--- src/hw/rtl/l4lb_pkg.sv ---
// l4lb_pkg: shared types, codes and constants of the l4 vip load balancer
// no dependencies; imported by every module of the block except l4lb_ram
`default_nettype none

package l4lb_pkg;

  // default sizes of the tables
  localparam int VIP_ENTRIES_DEF = 128;
  localparam int BACKENDS_DEF    = 8;

  // operation codes
  localparam logic [1:0] OP_PACKET   = 2'd0;
  localparam logic [1:0] OP_WRITE_VIP = 2'd1;
  localparam logic [1:0] OP_WRITE_BE = 2'd2;

  // verdict codes
  localparam logic [1:0] V_PASS  = 2'd0;
  localparam logic [1:0] V_TX    = 2'd1;
  localparam logic [1:0] V_DROP  = 2'd2;
  localparam logic [1:0] V_WRITE = 2'd3;

  // header constants
  localparam logic [15:0] TYPE_IPV4   = 16'h0800;
  localparam logic [7:0]  PROTO_TCP   = 8'd6;
  localparam logic [7:0]  PROTO_UDP   = 8'd17;
  localparam logic [15:0] LEN_ETH     = 16'd14;
  localparam logic [15:0] LEN_ETH_IP  = 16'd34;
  localparam logic [15:0] LEN_TCP_MIN = 16'd54;
  localparam logic [15:0] LEN_UDP_MIN = 16'd42;

  // algorithm code for round robin
  localparam logic [1:0] ALGO_RR = 2'd0;

  // table entry widths
  localparam int VIP_W  = 63;
  localparam int BE_W   = 49;
  localparam int MAC_W  = 48;
  localparam int MOD_STEPS = 32;

  typedef struct packed {
    logic [1:0]  operation;
    logic [15:0] frame_length;
    logic [15:0] ether_type;
    logic [7:0]  ip_protocol;
    logic [31:0] src_ip;
    logic [31:0] dst_ip;
    logic [15:0] source_port;
    logic [15:0] dest_port;
    logic [6:0]  table_index;
    logic [2:0]  backend_slot;
    logic [47:0] entry_mac;
    logic [6:0]  entry_control;
  } l4lb_in_t;

  typedef struct packed {
    logic [1:0]  verdict;
    logic [47:0] new_dst_mac;
    logic [31:0] new_dst_ip;
    logic [15:0] new_dest_port;
    logic [2:0]  chosen_backend;
    logic [31:0] received_count;
    logic [31:0] sent_count;
    logic [31:0] dropped_count;
  } l4lb_out_t;

  // vip entry as stored in memory
  typedef struct packed {
    logic        valid;
    logic [31:0] addr;
    logic [15:0] port;
    logic [7:0]  proto;
    logic [3:0]  count;
    logic [1:0]  algo;
  } l4lb_vip_t;

  // backend address entry as stored in memory
  typedef struct packed {
    logic        enabled;
    logic [31:0] addr;
    logic [15:0] port;
  } l4lb_be_t;

  // controller to datapath
  typedef struct packed {
    logic clear;
    logic load;
    logic scan;
    logic mstart;
    logic mstep;
    logic bread;
    logic bdata;
    logic finish;
  } l4lb_cmd_t;

  // datapath to controller
  typedef struct packed {
    logic clear_last;
    logic need_scan;
    logic match;
    logic scan_end;
    logic count_zero;
    logic mod_last;
    logic idx_bad;
  } l4lb_stat_t;

endpackage

`default_nettype wire

--- src/hw/rtl/l4lb_ctrl.sv ---
// l4lb_ctrl: sequencing state machine of the load balancer
// depends on l4lb_pkg
`default_nettype none

module l4lb_ctrl (
  input  wire logic                 clk,
  input  wire logic                 rst_n,
  input  wire logic                 start,
  output logic                      busy,
  output l4lb_pkg::l4lb_cmd_t       cmd,
  input  wire l4lb_pkg::l4lb_stat_t st
);

  import l4lb_pkg::*;

  typedef enum logic [2:0] {
    S_CLEAR, S_IDLE, S_SCAN, S_MSTART, S_MOD, S_BREAD, S_BDATA, S_DONE
  } state_t;

  state_t state_r, state_nxt;

  // next state and commands
  always_comb begin
    state_nxt = state_r;
    cmd = '0;
    case (state_r)
      S_CLEAR: begin
        cmd.clear = 1'b1;
        if (st.clear_last) state_nxt = S_IDLE;
      end
      S_IDLE: begin
        if (start) begin
          cmd.load = 1'b1;
          state_nxt = st.need_scan ? S_SCAN : S_DONE;
        end
      end
      S_SCAN: begin
        cmd.scan = 1'b1;
        if (st.match) state_nxt = S_MSTART;
        else if (st.scan_end) state_nxt = S_DONE;
      end
      S_MSTART: begin
        cmd.mstart = 1'b1;
        state_nxt = st.count_zero ? S_DONE : S_MOD;
      end
      S_MOD: begin
        cmd.mstep = 1'b1;
        if (st.mod_last) state_nxt = S_BREAD;
      end
      S_BREAD: begin
        cmd.bread = 1'b1;
        state_nxt = st.idx_bad ? S_DONE : S_BDATA;
      end
      S_BDATA: begin
        cmd.bdata = 1'b1;
        state_nxt = S_DONE;
      end
      S_DONE: begin
        cmd.finish = 1'b1;
        state_nxt = S_IDLE;
      end
      default: state_nxt = S_CLEAR;
    endcase
  end

  // state register
  always_ff @(posedge clk) begin
    if (!rst_n) begin
      state_r <= S_CLEAR;
    end else begin
      state_r <= state_nxt;
    end
  end

  assign busy = (state_r != S_IDLE);

endmodule

`default_nettype wire

--- config.mk ---
export PLATFORM = sky130hd
export DESIGN_NAME = l4lb_ctrl
export DESIGN_NICKNAME = d
export VERILOG_FILES = /design/src/hw/rtl/l4lb_pkg.sv /design/src/hw/rtl/l4lb_ctrl.sv
export SDC_FILE = /design/constraint.sdc
export NUM_CORES = 1
export LEC_CHECK = 0
export ABC_CLOCK_PERIOD_IN_PS = 1880
export BUFFER_PORTS_ARGS = -buffer_cell sky130_fd_sc_hd__buf_2
export CAP_MARGIN = 20
export CORE_AREA = 2 2 39 41
export DETAILED_ROUTE_END_ITERATION = 16
export DIE_AREA = 0 0 41 43
export GPL_TIMING_DRIVEN = 0
export REMOVE_ABC_BUFFERS = 1
export SYNTH_ARGS = -nofsm -noshare
export SYNTH_HDL_FRONTEND = slang
export SYNTH_SLANG_ARGS = --single-unit
--- constraint.sdc ---
create_clock -name clk -period 1.88 [get_ports clk]
set_clock_uncertainty 0.15 [all_clocks]
set_input_delay 0.376 -clock clk [delete_from_list [all_inputs] [get_ports clk]]
set_output_delay 0.376 -clock clk [all_outputs]
set_load 0.01 [all_outputs]
==> summary.md <==
| Metric | Value |
|---|---|
| Mean Syn Cell Area | just over 8 um^2 |
| GRT overflow | 0 |
| DP Worst Slack | ~0.2 ns |
| Worst slew margin | 0.755 |
| Leakage power | roughly 0.21 nW |
| Die H | roughly 43 um |
| Clock buffer count from CTS | 3 |
| CTS Buffer Depth | 2 |
| GRT Total Usage | 0.100 |
| Max-Cap Viols | 0 |
| Io pins | 19 |
| Root buf cell | clkbuf_4 |
| Initial antenna violation count | 0 |
| RSZ-0062 raised after global routing | no |
| Yosys cell types | 26 |
| ANT cells | 0 |
| Worst VDD drop | about 0.00031 V |
| Crit path time final | between 1.5 and 2 ns |
| Detail Placement HPWL | roughly 550 um |
| Core region area | 0.00138 mm^2 |
| Largest register by flop count | state_r |
| Setup violations, final | 0 |
| Area after DPL | ~380 um^2 |
| Die area | approximately 0.0018 mm^2 |
| Port bufs | 18 |
| Post_cts resized | 0 |
| Initial DRC Count | 8 |
| Max reg flops | 3 |
| CTS sink count | 3 |
| Final Cycle Share | 0.934 |
| Slew @ Worst Pin | 0.366 ns |
| Antenna-violating nets left | 0 |
| Global placer's final weighted congestion | 0.721 |
| Share of cells above drive strength 1 | 0.527 |
| CP Capture Type | primary output |
| DRC | 0 |
| Post-Layout Cell Count | 71 |
| First-pass GRT wire length | roughly 1.2 mm |
| Status | finished, final reports clean |
| Final net count | 66 |
| Regs by FF count | state_r: 3 flops |
| WL final | between 700 and 800 um |
| Cells after synthesis | 36 |
| Number of global-route vias before repair | 278 |
| Synth Warn # | 0 |
| Via count | roughly 320 |
| Startpoint types | register |
| Post-synthesis sequential area ratio | 0.202 |
| Fin. Hold Viols | 0 |
| DIE WIDTH | 41 um |
| Setup TNS | 0 ns |
| Initial Util | 0.215 |
| Syn Std Cell Area | about 300 um^2 |
| Worst skew pair latency | roughly 0.23 ns |
| Setup slack after layout | roughly 0.12 ns |
| Worst-path fanout max | 13 |
| Worst Path Class, Setup | register to primary output |
| TritonRoute pass-1 iters | 3 |
| Hold crit path type | primary input to register |
| FF+latch count, synth | 3 |
| TritonCTS clock tree | done |
| Area Overhead vs Synth | 38.2% |
| Clock slew at reported path FFs | 0.04 ns |
| Cell area after layout | 412 um^2 |
| Row count | 14 |
| Via/cell ratio | around 4.5 |
| Worst hold slack | about 0.25 ns |
| Final slew viol count | 0 |
| Post-DR wirelength/cell | about 10 um |
| CTS hold repair buffers | 0 |
| Post-CTS setup repair buffer count | 0 |
| H-tree Lvls | 1 |
| Arr. time, crit path | about 1.2 ns |
| Dpl cells | between 60 and 70 |
| Power density cells | about 710 mW/mm^2 |
| Req. time, crit path | around 1.4 ns |
| F_max | 569 MHz |
| Pin count of the biggest net entering global routing | 14 |
[final timing paths]
| kind | slack (ns) | start | endpoint | depth (start not counted) |
|---|---|---|---|---|
| hold / removal | 0.25 | rst_n | state_r[1] | 2 |
| setup / recovery | 0.12 | state_r[2] | cmd[3] | 2 |
| hold reg to reg | 0.53 | state_r[0] | state_r[0] | 1 |
| setup reg to reg | 0.23 | state_r[2] | state_r[2] | 3 |
[cell families after synthesis]
logic type	Yosys count	synth area share
and+or+nand+nor	17	0.378
AOI/OAI and AO/OA	9	0.265
buffers and inverters	6	0.118
muxes	1	0.0378
DFF	3	0.202
[where the power goes]
group | switching, W | internal (W) | total [W]
clock network | 0.0000317 | 0.0000794 | 0.000111
registers | 0.0000198 | 0.0000717 | 0.0000915
logic | 0.0000410 | 0.0000467 | 0.0000877
total | 0.0000925 | 0.000198 | 0.000290
[through the flow]
| stage | utilization | power (W) |
|---|---|---|
| final | 0.297 | 0.000290 |
| after global routing | 0.297 | 0.000321 |
| after CTS | 0.297 | 0.000298 |
| after detailed placement | 0.278 | 0.000180 |
| after global placement | 0.278 | 0.000179 |
| after floorplan | - | 0.000143 |
[worst max-delay path: stages (launching register included)]
cell     delay, ns
dfxtp_1       0.53
nor3b_1       0.29
buf_2         0.18
[per-layer routing]
layer  share of wire  global-route usage
met2            0.48               0.144
met4               0              0.0600
met5               0                   0
met3           0.061              0.0471
met1            0.46               0.115
[cell usage after synthesis (all sizes together)]
cell	number	area, um^2
dfxtp	3	60.1
o21ai	1	5.00
and3	2	13.8
nand2	1	3.75
a311oi	1	15.0
and2b	1	8.76
nand3b	2	15.0
o32ai	2	17.5
mux2	1	11.3
nor2b	2	20.0
a21oi	1	5.00
o211a	1	10.0
nand2b	1	6.26
inv	3	11.3
buf	2	18.8
nor3b	2	15.0
a311o	1	10.0
o21a	1	7.51
or3b	1	8.76
o41ai	1	8.76
or2	1	6.26
nor2	4	15.0
clkbuf	1	5.00
[cell usage in the layout (no fill, tap or decap), types with 2 or more instances in the layout]
master / instances
buf_2: 18
nor2_1: 4
inv_1: 3
clkbuf_4: 3
nor3b_1: 2
nand3b_1: 2
o32ai_1: 2
dfxtp_1: 2
[layout make-up]
cell class              count  area (um^2)
well taps                  16         20.0
inverters                   3         11.3
flip-flops and latches      3         61.3
multi-input cells          27          203
repair buffers             18         90.1
clock buffers               4         26.3
fillers                   164          972
Power figures use the tool's default switching activity.
